`src/hw/rtl/lte_pkg.sv`:
```
// ----------------------------------------------------------------------------
// lte_pkg
// Shared types and constants for the 5x5 Laws texture energy block.
// ----------------------------------------------------------------------------
package lte_pkg;

    localparam int PIX_W    = 8;
    localparam int SIZE_W   = 9;
    localparam int ENERGY_W = 27;
    localparam int KIDX_W   = 4;
    localparam int NKERN    = 9;
    localparam int RESP_W   = 14;   // |response| <= 36*255 = 9180
    localparam int SQ_W     = 27;

    localparam logic [0:0] REG_ROWS = 1'b0;
    localparam logic [0:0] REG_COLS = 1'b1;

    // E5 = 0, S5 = 1, W5 = 2; tap weights for tap m
    function automatic logic signed [3:0] vec_coef(input logic [1:0] v, input logic [2:0] m);
        logic signed [3:0] r;
        r = 4'sd0;
        unique case (v)
            2'd0: begin
                unique case (m)
                    3'd0: r = -4'sd1;
                    3'd1: r = -4'sd2;
                    3'd3: r = 4'sd2;
                    3'd4: r = 4'sd1;
                    default: r = 4'sd0;
                endcase
            end
            2'd1: begin
                unique case (m)
                    3'd0: r = -4'sd1;
                    3'd2: r = 4'sd2;
                    3'd4: r = -4'sd1;
                    default: r = 4'sd0;
                endcase
            end
            default: begin
                unique case (m)
                    3'd0: r = -4'sd1;
                    3'd1: r = 4'sd2;
                    3'd3: r = -4'sd2;
                    3'd4: r = 4'sd1;
                    default: r = 4'sd0;
                endcase
            end
        endcase
        return r;
    endfunction

    // controller -> datapath commands
    typedef struct packed {
        logic clear_sums;   // start of window pass
        logic fetch;        // issue memory read for tap (row l, col m)
        logic [2:0] tap_l;
        logic [2:0] tap_m;
        logic fetch_done;   // last tap of the window in flight
        logic div_start;    // start dividing sum[div_k]
        logic [3:0] div_k;
    } lte_cmd_t;

    typedef struct packed {
        logic div_busy;
        logic div_done;
        logic acc_idle;
    } lte_stat_t;

endpackage

```
`src/hw/rtl/lte_ctrl.sv`:
```
// ----------------------------------------------------------------------------
// lte_ctrl
// Sequencer: waits for a loaded image, then window sweep over taps and pixels, divide and emit.
// ----------------------------------------------------------------------------
module lte_ctrl
    import lte_pkg::*;
#(
    parameter int RW = 8,
    parameter int CW = 8
)
(
    input  logic                clk,
    input  logic                rst_n,
    input  logic                start,
    input  logic [RW:0]         nr,
    input  logic [CW:0]         nc,
    input  lte_stat_t           stat,
    input  logic                out_ready,
    output logic                busy,
    output logic                out_valid,
    output logic [KIDX_W-1:0]   out_k,
    output logic [RW:0]         cur_r,
    output logic [CW:0]         cur_c,
    output lte_cmd_t            cmd
);
    localparam logic [2:0] S_IDLE = 3'd0;
    localparam logic [2:0] S_SWEEP = 3'd1;
    localparam logic [2:0] S_DRAIN = 3'd2;
    localparam logic [2:0] S_DIV = 3'd3;
    localparam logic [2:0] S_WAITD = 3'd4;
    localparam logic [2:0] S_OUT = 3'd5;

    logic [2:0] state_reg, state_next;
    logic [RW:0] r_reg, r_next;
    logic [CW:0] c_reg, c_next;
    logic [2:0] l_reg, l_next, m_reg, m_next;
    logic [KIDX_W-1:0] k_reg, k_next;
    logic last_tap;

    always_comb
    begin
        state_next = state_reg;
        r_next = r_reg; c_next = c_reg; l_next = l_reg; m_next = m_reg;
        k_next = k_reg;
        cmd = '0;
        cmd.tap_l = l_reg; cmd.tap_m = m_reg; cmd.div_k = k_reg;
        last_tap = (l_reg == 3'd4) && (m_reg == 3'd4);
        unique case (state_reg)
            S_IDLE:
            begin
                if (start)
                begin
                    cmd.clear_sums = 1'b1;
                    r_next = '0; c_next = '0; l_next = '0; m_next = '0;
                    state_next = S_SWEEP;
                end
            end
            S_SWEEP:
            begin
                cmd.fetch = 1'b1;
                cmd.fetch_done = last_tap;
                if (m_reg == 3'd4)
                begin
                    m_next = '0;
                    l_next = (l_reg == 3'd4) ? 3'd0 : l_reg + 3'd1;
                end
                else m_next = m_reg + 3'd1;
                if (last_tap)
                begin
                    if (c_reg == nc - 1'b1)
                    begin
                        c_next = '0;
                        if (r_reg == nr - 1'b1) state_next = S_DRAIN;
                        else r_next = r_reg + 1'b1;
                    end
                    else c_next = c_reg + 1'b1;
                end
            end
            S_DRAIN:
            begin
                k_next = '0;
                if (stat.acc_idle) state_next = S_DIV;
            end
            S_DIV:
            begin
                cmd.div_start = 1'b1;
                state_next = S_WAITD;
            end
            S_WAITD:
            begin
                if (stat.div_done) state_next = S_OUT;
            end
            S_OUT:
            begin
                if (out_ready)
                begin
                    if (k_reg == KIDX_W'(NKERN-1)) state_next = S_IDLE;
                    else
                    begin
                        k_next = k_reg + 1'b1;
                        state_next = S_DIV;
                    end
                end
            end
            default: state_next = S_IDLE;
        endcase
    end

    always_ff @(posedge clk or negedge rst_n)
    begin
        if (!rst_n)
        begin
            state_reg <= S_IDLE;
            r_reg <= '0; c_reg <= '0; l_reg <= '0; m_reg <= '0; k_reg <= '0;
        end
        else
        begin
            state_reg <= state_next;
            r_reg <= r_next; c_reg <= c_next; l_reg <= l_next; m_reg <= m_next;
            k_reg <= k_next;
        end
    end

    assign busy = (state_reg != S_IDLE);
    assign out_valid = (state_reg == S_OUT);
    assign out_k = k_reg;
    assign cur_r = r_reg;
    assign cur_c = c_reg;
endmodule

```
`config.mk`:
```
export PLATFORM = sky130hd
export DESIGN_NAME = lte_ctrl
export DESIGN_NICKNAME = d
export VERILOG_FILES = /design/src/hw/rtl/lte_pkg.sv /design/src/hw/rtl/lte_ctrl.sv
export SDC_FILE = /design/constraint.sdc
export NUM_CORES = 1
export LEC_CHECK = 0
export ABC_CLOCK_PERIOD_IN_PS = 2400
export BUFFER_PORTS_ARGS = -buffer_cell sky130_fd_sc_hd__buf_2
export CAP_MARGIN = 20
export CORE_MARGIN = 2
export CORE_UTILIZATION = 55
export CTS_BUF_LIST = sky130_fd_sc_hd__clkbuf_2
export CTS_CLUSTER_DIAMETER = 60
export DETAILED_ROUTE_END_ITERATION = 6
export PLACE_DENSITY = 0.83
export SYNTH_ARGS = -nofsm -noshare
export SYNTH_HDL_FRONTEND = slang
export SYNTH_SLANG_ARGS = --single-unit
```
`constraint.sdc`:
```
create_clock -name clk -period 2.4 [get_ports clk]
set_input_delay 0.24 -clock clk [delete_from_list [all_inputs] [get_ports clk]]
set_output_delay 0.24 -clock clk [all_outputs]
set_load 0.01 [all_outputs]
```
After elaboration in Yosys (flattened, before gate mapping)
Index checks and enable logic that the tools add are counted.
{"block": "word_totals", "regBits": 31, "out_inout_bits": 38, "elab_cells": 75}
{"block": "classes", "n_addsub": 7, "n_eq_ne": 20, "n_mux": 31, "n_reduce_logical": 11}
{"operator": "$mux W9", "n": 6}
{"operator": "$pmux W9 S2", "n": 2}
{"operator": "$mux W3", "n": 11}
{"operator": "$ne A2 B2 Y1 const B", "n": 10}
{"operator": "$add A9 B1 Y9 const B", "n": 2}
{"operator": "$eq A9 B9 Y1", "n": 2}
{"operator": "$pmux W3 S6", "n": 1}
{"operator": "$sub A9 B1 Y9 const B", "n": 2}
{"operator": "$eq A3 B3 Y1 const B", "n": 4}
{"operator": "$pmux W3 S2", "n": 2}
{"operator": "$reduce_and A3 Y1", "n": 3}
{"operator": "$mux W4", "n": 2}
{"operator": "$pmux W4 S2", "n": 1}
{"operator": "$reduce_and A7 Y1", "n": 1}
{"operator": "$add A3 B1 Y3 const B", "n": 2}
{"operator": "$eq A3 B2 Y1 const B", "n": 2}
{"operator": "$mux W1", "n": 5}
{"operator": "$reduce_and A5 Y1", "n": 1}
{"operator": "$add A4 B1 Y4 const B", "n": 1}
{"operator": "$eq A4 B4 Y1 const B", "n": 1}
{"operator": "$reduce_bool A2 Y1", "n": 2}
{"operator": "$eq A3 B1 Y1 const B", "n": 1}
{"operator": "$logic_not A3 Y1", "n": 1}
{"operator": "$reduce_bool A3 Y1", "n": 1}
{"operator": "3 further kinds", "n": 3}

Depth between registers and ports, before layout
Gate-level depths: netlist of the first run.
{"block": "depth", "word_depth": 6, "ltp_mapped": 9, "mapped_depth_nobuf": 9}

Worst setup path before layout of the first run
OpenSTA, ideal clock, no wires.
{"block": "synth_timing", "kind": "reg-to-reg", "from": "reg c_reg[5] (netlist: cur_c[5])", "to": "reg r_reg[6] (netlist: cur_r[6])", "setup_time_ps": 128, "arrival_time_ps": 2169, "required_time_ps": 2272, "path_slack_ps": 103, "path_stages_with_launch": 9, "synth_period_minus_slack_ps": 2297, "cell_sequence": "dfrtp_1 -> clkbuf_2 -> or3b_1 -> or4_1 -> o311ai_1 -> or2b_2 -> o2111ai_4 -> nor3_1 -> mux2_1"}
{"block": "synth_between", "elab_chain_len": 3}
{"element": "start, declared", "line_no": "lte_ctrl.sv:35", "text": "logic [CW:0] c_reg, c_next;"}
{"element": "start signal, assigned", "line_no": "lte_ctrl.sv:119", "text": "r_reg <= r_next; c_reg <= c_next; l_reg <= l_next; m_reg <= m_next;"}
{"element": "$eq A9 B9 Y1", "line_no": "lte_ctrl.sv:70", "text": "if (c_reg == nc - 1'b1)"}
{"element": "$ne A2 B2 Y1 (no source line)"}
{"element": "$reduce_and A5 Y1 (no source line)"}
{"element": "end signal, assigned", "line_no": "lte_ctrl.sv:119"}
{"element": "end, declared", "line_no": "lte_ctrl.sv:34", "text": "logic [RW:0] r_reg, r_next;"}
Every way passes these cells.
A chain may end at the register's enable or synchronous reset.

Worst setup path in the final report of the first run
{"block": "layout_timing", "from": "reg c_reg[6] (netlist: cur_c[6])", "to": "reg r_reg[4] (netlist: cur_r[4])"}
Same word-level chain as after synthesis.

==> results of run 1 <==
-- layer usage --
metal,vias to the layer above,part of all wire [%],GRT usage [%]
met3,8,4.8,5.19
li1,1205,-,-
met5,-,0,0
met1,1161,44,31.9
met4,0,1.2,9.83
met2,63,50,41.9
-- power by group through the flow --
stage               registers [µW]  clock network, µW  logic [µW]
finish                         734                377         988
global route                   755                406        1110
CTS                            733                384         979
detailed placement             744                  0         971
global placement               741                  0         945
floorplan                      752                  0         575
-- worst min-delay path by stage --
stage                          from      endpoint  cells after the start
final                     out_ready  state_reg[2]                      3
after global routing      out_ready  state_reg[2]                      3
after CTS                 out_ready  state_reg[2]                      3
after detailed placement      rst_n      out_k[0]                      1
after global placement        rst_n      out_k[0]                      1
after floorplan               rst_n      cur_c[0]                      0
-- worst max-delay path, stage by stage, from the launching register on --
cell,delay (ps)
dfrtp_1,510
or2_2,330
a221oi_1,280
a211oi_1,80
nand2_1,190
o2111ai_4,200
or4_1,430
a21oi_1,150
-- cell families after synthesis --
group           share of synthesized area, %
simple gates                            28.1
compound gates                          19.3
buf+inv                                 4.92
fa+ha+maj                               5.18
xor+xnor                                7.62
mux                                     2.70
flops                                   32.1
-- area by class of cell --
type	count	area [µm²]
Multi-Input combinational cell	226	1540
Fill cell	360	1260
Sequential cell	31	776
Timing Repair Buffer	89	518
Inverter	20	75.1
Tap cell	52	65.1
Clock inverter	3	38.8
Clock buffer	5	25.0
-- Yosys cell counts, types with 2 or more instances --
master,count
nor2b_1,9
o211a_1,2
mux2i_1,2
nand4_1,4
or4_1,2
a22o_1,9
o22ai_1,2
mux2_2,3
dfrtp_1,31
buf_4,4
nand3_1,11
or2_2,3
nor4_1,3
a21oi_1,13
nand2_1,24
nor2_1,23
o21ai_1,2
and3_1,5
nor3_1,10
a21o_1,5
nand2b_1,2
o21ai_0,17
ha_1,10
xor2_1,8
a221oi_1,2
nor3b_1,3
and2_1,4
o31ai_1,3
xnor2_1,13
inv_1,19
a211oi_1,3
or3_1,5
o221ai_1,2
nand4b_1,2
-- stage by stage --
step	worst slack, ps	instance area, µm²	total power, µW	util, %
detailed placement	-24.5	2940	1720	68.5
CTS	80.7	3020	2100	70.3
floorplan	103	2410	1330	-
finish	175	3030	2100	70.6
global placement	37.3	2940	1690	68.5
global route	28.3	3030	2270	70.6
-- what timing repair did --
action | 4_1_cts | 5_1_grt
endpoints found under the hold margin | 31 | 0
hold buffers | 1 | 0
endpoints found under the setup margin | 0 | 4
resized for setup | 0 | 4
==> results.json, run 1 <==
{
  "fin_crit_sh_pct": 92.7,
  "slew_headroom_pct": 51.7,
  "fin_worst_skew_ps": 25.4,
  "grt_max_degree": 32,
  "layout-drive-gt1-share_pct": 30.2,
  "finalCriticalPeriod_ps": 2230,
  "numCtsBuffers": 5,
  "synth_top_cell_by_area": "dfrtp_1",
  "layout_common_cells": "buf_2, dfrtp_1, buf_4, nand2_1, nor2_1",
  "avgViaCountPerCell": 5.72,
  "grt_pass1_vias": 2254,
  "dpl.hpwl_mm": 4.50,
  "cp-end-kind": "flip-flop",
  "vias": 2437,
  "antenna_found_initial": 0,
  "ff2ff_path_depth": 7,
  "worst_pin_slew_ps": 724,
  "portBuffers": 61,
  "avgSynthCellArea_um2": 8.50,
  "worstPathRequired_ps": 2730,
  "clockBufferDepth": 2,
  "maxCapViolCount": 0,
  "clkPwrFrac_pct": 18.0,
  "nets": 408,
  "dp.cells": 417,
  "cts_tree": "built",
  "async_flop_share_pct": 100,
  "critical_path_class": "flip-flop to flip-flop",
  "p_leak_uw": 0.00152,
  "p_seq_share_pct": 35.0,
  "critPathCapture": "cur_r[4]",
  "antenna_cells": 0,
  "reg2reg_from": "cur_c[6]",
  "core_area_um2": 4290,
  "switching_share_pct": 41.5,
  "fp-row-count": 24,
  "rsz0062_at_grt": "false",
  "die-area_um2": 4930,
  "yosysSeqAreaShare_pct": 32.1,
  "cp-startpoint": "cur_c[6]",
  "status": "finished, final reports clean",
  "synthTopCellsByArea": "dfrtp_1, ha_1, xnor2_1, nand2_1, nor2_1",
  "grt_usage_pct": 25.2,
  "synth_cell_type_count": 58,
  "grt_overflow_total": 0,
  "fmax_ghz": 0.449,
  "synthCells": 284,
  "postCtsSetupBuffers": 0,
  "drtIter0Drc": 81,
  "setup_viol": 0,
  "synth_edf_count": 0,
  "internal_power_uw": 1230,
  "setup_tns_ps": 0,
  "die_x_um": 70.2,
  "cts-root-buf": "clkbuf_2",
  "cts.clk_slew.worst_paths_ps": 200,
  "ioPinCount": 63,
  "r2r-end": "cur_r[4]",
  "synth-warning-count": 0,
  "yosys_most_used_dff": "dfrtp_1",
  "hold_violations": 0,
  "mostFrequentLayoutCell": "buf_2",
  "syn2layout_area_growth_pct": 25.7,
  "hold_class": "input port to flip-flop",
  "p_per_area_nw_per_um2": 692,
  "slew_viol_final": 0,
  "drt_pass1_iterations": 4,
  "ys_ff_latch": 31,
  "clock_sinks": 31,
  "die_h_um": 70.2,
  "clock_latency_ps": 410,
  "ff2ff_setup_slack_ps": 170,
  "wirelength_mm": 5.86,
  "arrival_ps": 2550,
  "ctsHtreeMaxLevel": 2,
  "synth.top_cell.area_share_pct": 32.1,
  "start_kind": "flip-flop",
  "p_sw_uw": 871,
  "netlist_area_um2": 2410,
  "fin_hold_ws_ps": 120,
  "start_util_pct": 56.2,
  "wl_per_cell_um": 13.8,
  "gp_congestion": 0.871,
  "crit_fanout": 10,
  "grt_pass1_wl_mm": 9.98,
  "drcViolationCount": 0,
  "irDropWorstVdd_uv": 453,
  "stdcell_count": 426,
  "syn_nets": 319,
  "final_antenna_net_count": 0,
  "pwr-share-comb_pct": 47.1
}
No activity file was read; power rests on OpenSTA's default activity.
==> run 2, diff against run 1 <==
--- a/config.mk
+++ b/config.mk
@@ -14,6 +14,7 @@
 export CTS_CLUSTER_DIAMETER = 60
 export DETAILED_ROUTE_END_ITERATION = 6
 export PLACE_DENSITY = 0.83
+export SETUP_SLACK_MARGIN = 0.3
 export SYNTH_ARGS = -nofsm -noshare
 export SYNTH_HDL_FRONTEND = slang
 export SYNTH_SLANG_ARGS = --single-unit
==> results.json, run 2 (synthesis gave the netlist of run 1 again) <==
{
  "status": "finished, final reports clean",
  "grt_max_degree": 32,
  "fmax_ghz": 0.432,
  "setup_ws_ps": 85.1,
  "p_per_area_nw_per_um2": 648,
  "grt_pass1_vias": 2279,
  "fin_crit_sh_pct": 96.5,
  "critical_path_class": "flip-flop to flip-flop",
  "worst_pin_slew_ps": 718,
  "slew_headroom_pct": 52.2,
  "whs_endpoint": "state_reg[2]",
  "mostFrequentLayoutCell": "buf_2",
  "numCtsBuffers": 5,
  "die_x_um": 70.2,
  "hold_violations": 0,
  "portBuffers": 61,
  "grt_usage_pct": 25.4,
  "ctsHtreeMaxLevel": 2,
  "fin_worst_skew_ps": 24.0,
  "drcViolationCount": 0,
  "die-area_um2": 4930,
  "layout_common_cells": "buf_2, buf_4, dfrtp_1, nand2_1, nor2_1",
  "reg2reg_from": "cur_c[5]",
  "finalCriticalPeriod_ps": 2310,
  "cp-end-kind": "flip-flop",
  "layout-drive-gt1-share_pct": 39.1,
  "final_antenna_net_count": 0,
  "grt_pass1_wl_mm": 10.1,
  "ff2ff_path_depth": 7,
  "rsz0062_at_grt": "true",
  "maxCapViolCount": 0,
  "clockBufferDepth": 2,
  "clock_sinks": 31,
  "hold_class": "input port to flip-flop",
  "setup_tns_ps": 0,
  "start_kind": "flip-flop",
  "core_area_um2": 4290,
  "gp_congestion": 0.802,
  "hp-start": "out_ready",
  "drt_pass1_iterations": 5,
  "drtIter0Drc": 180,
  "ff2ff_setup_slack_ps": 90,
  "dpl.hpwl_mm": 4.56,
  "worstPathRequired_ps": 2720,
  "nets": 413,
  "cts.clk_slew.worst_paths_ps": 190,
  "dp_worst_setup_slack_ps": -92.2,
  "wl_per_cell_um": 16.1,
  "antenna_cells": 0,
  "die_h_um": 70.2,
  "antenna_found_initial": 0,
  "clock_latency_ps": 390,
  "place_area_um2": 2910,
  "wirelength_mm": 6.95,
  "start_util_pct": 56.2,
  "fin_area_um2": 3260,
  "slew_viol_final": 0,
  "setup_viol": 0,
  "ioPinCount": 63,
  "crit_fanout": 7,
  "avgViaCountPerCell": 5.98,
  "vias": 2578,
  "cts-root-buf": "clkbuf_2",
  "irDropWorstVdd_uv": 445,
  "grt_overflow_total": 0,
  "fp-row-count": 24,
  "final_util_pct": 75.9,
  "arrival_ps": 2640,
  "syn2layout_area_growth_pct": 35.0,
  "power_uw": 2110,
  "p_leak_uw": 0.00160,
  "r2r-end": "cur_r[4]",
  "cts_tree": "built",
  "min_delay_path_depth": 3
}
[run 2: changes by cell type in the layout (fill, tap and decap cells not counted), sizes merged]
cell      delta
clkbuf       +1
bufinv       -1
clkinvlp     +1
buf          +4
[run 2: report_power, final]
group | internal (µW) | leakage, µW | switching [µW]
registers | 615 | 0.000414 | 136
clock network | 64.9 | 0.0000241 | 194
logic | 470 | 0.00116 | 633
[run 2: how the worst max path moves through the flow]
stage / startpoint / end / cells past startpoint
floorplan: cur_c[5] / cur_r[6] / 8
global placement: nc[2] / cur_r[6] / 8
detailed placement: nc[2] / cur_r[7] / 8
CTS: cur_c[5] / cur_r[7] / 7
global route: cur_c[3] / cur_r[4] / 7
finish: cur_c[5] / cur_r[4] / 7
[run 2: metrics by stage]
stage          hold WS [ps]  cells
3_3_place_gp            326    412
5_1_grt                 154    431
3_5_place_dp            329    412
2_1_floorplan         -55.6    284
6_report                155    431
4_1_cts                 149    424
[run 2: worst max-delay path, stage by stage, from the launching register on]
cell	delay [ps]
dfrtp_1	420
or3b_1	350
or4_4	430
o311ai_4	80
or2b_4	170
o2111ai_4	170
or4_4	470
a21oi_2	150
[run 2: timing repair]
action	in CTS	in global routing
hold buffers	1	0
gates resized for setup	14	34
setup buffers	3	7
hold endpoints to repair	31	0
endpoints found under the setup margin	19	21
pin swaps	4	8
cloned	0	0
[run 2: metal layers]
metal  vias up  part of all wire, %  global-route usage (%)
li1       1205                    -                       -
met1      1227                   39                    29.2
met2       121                   53                    45.2
met3        25                  5.7                    6.35
met4         0                  2.3                    9.19
met5         -                    0                       0
[run 2: final cells by class]
type                       count  area (µm²)
tap                           52        65.1
timing repair buffer          94         564
multi-input combinational    226        1730
clock inverter                 3        15.0
fill                         308        1040
inverter                      20        75.1
sequential                    31         781
clock buffer                   5        25.0
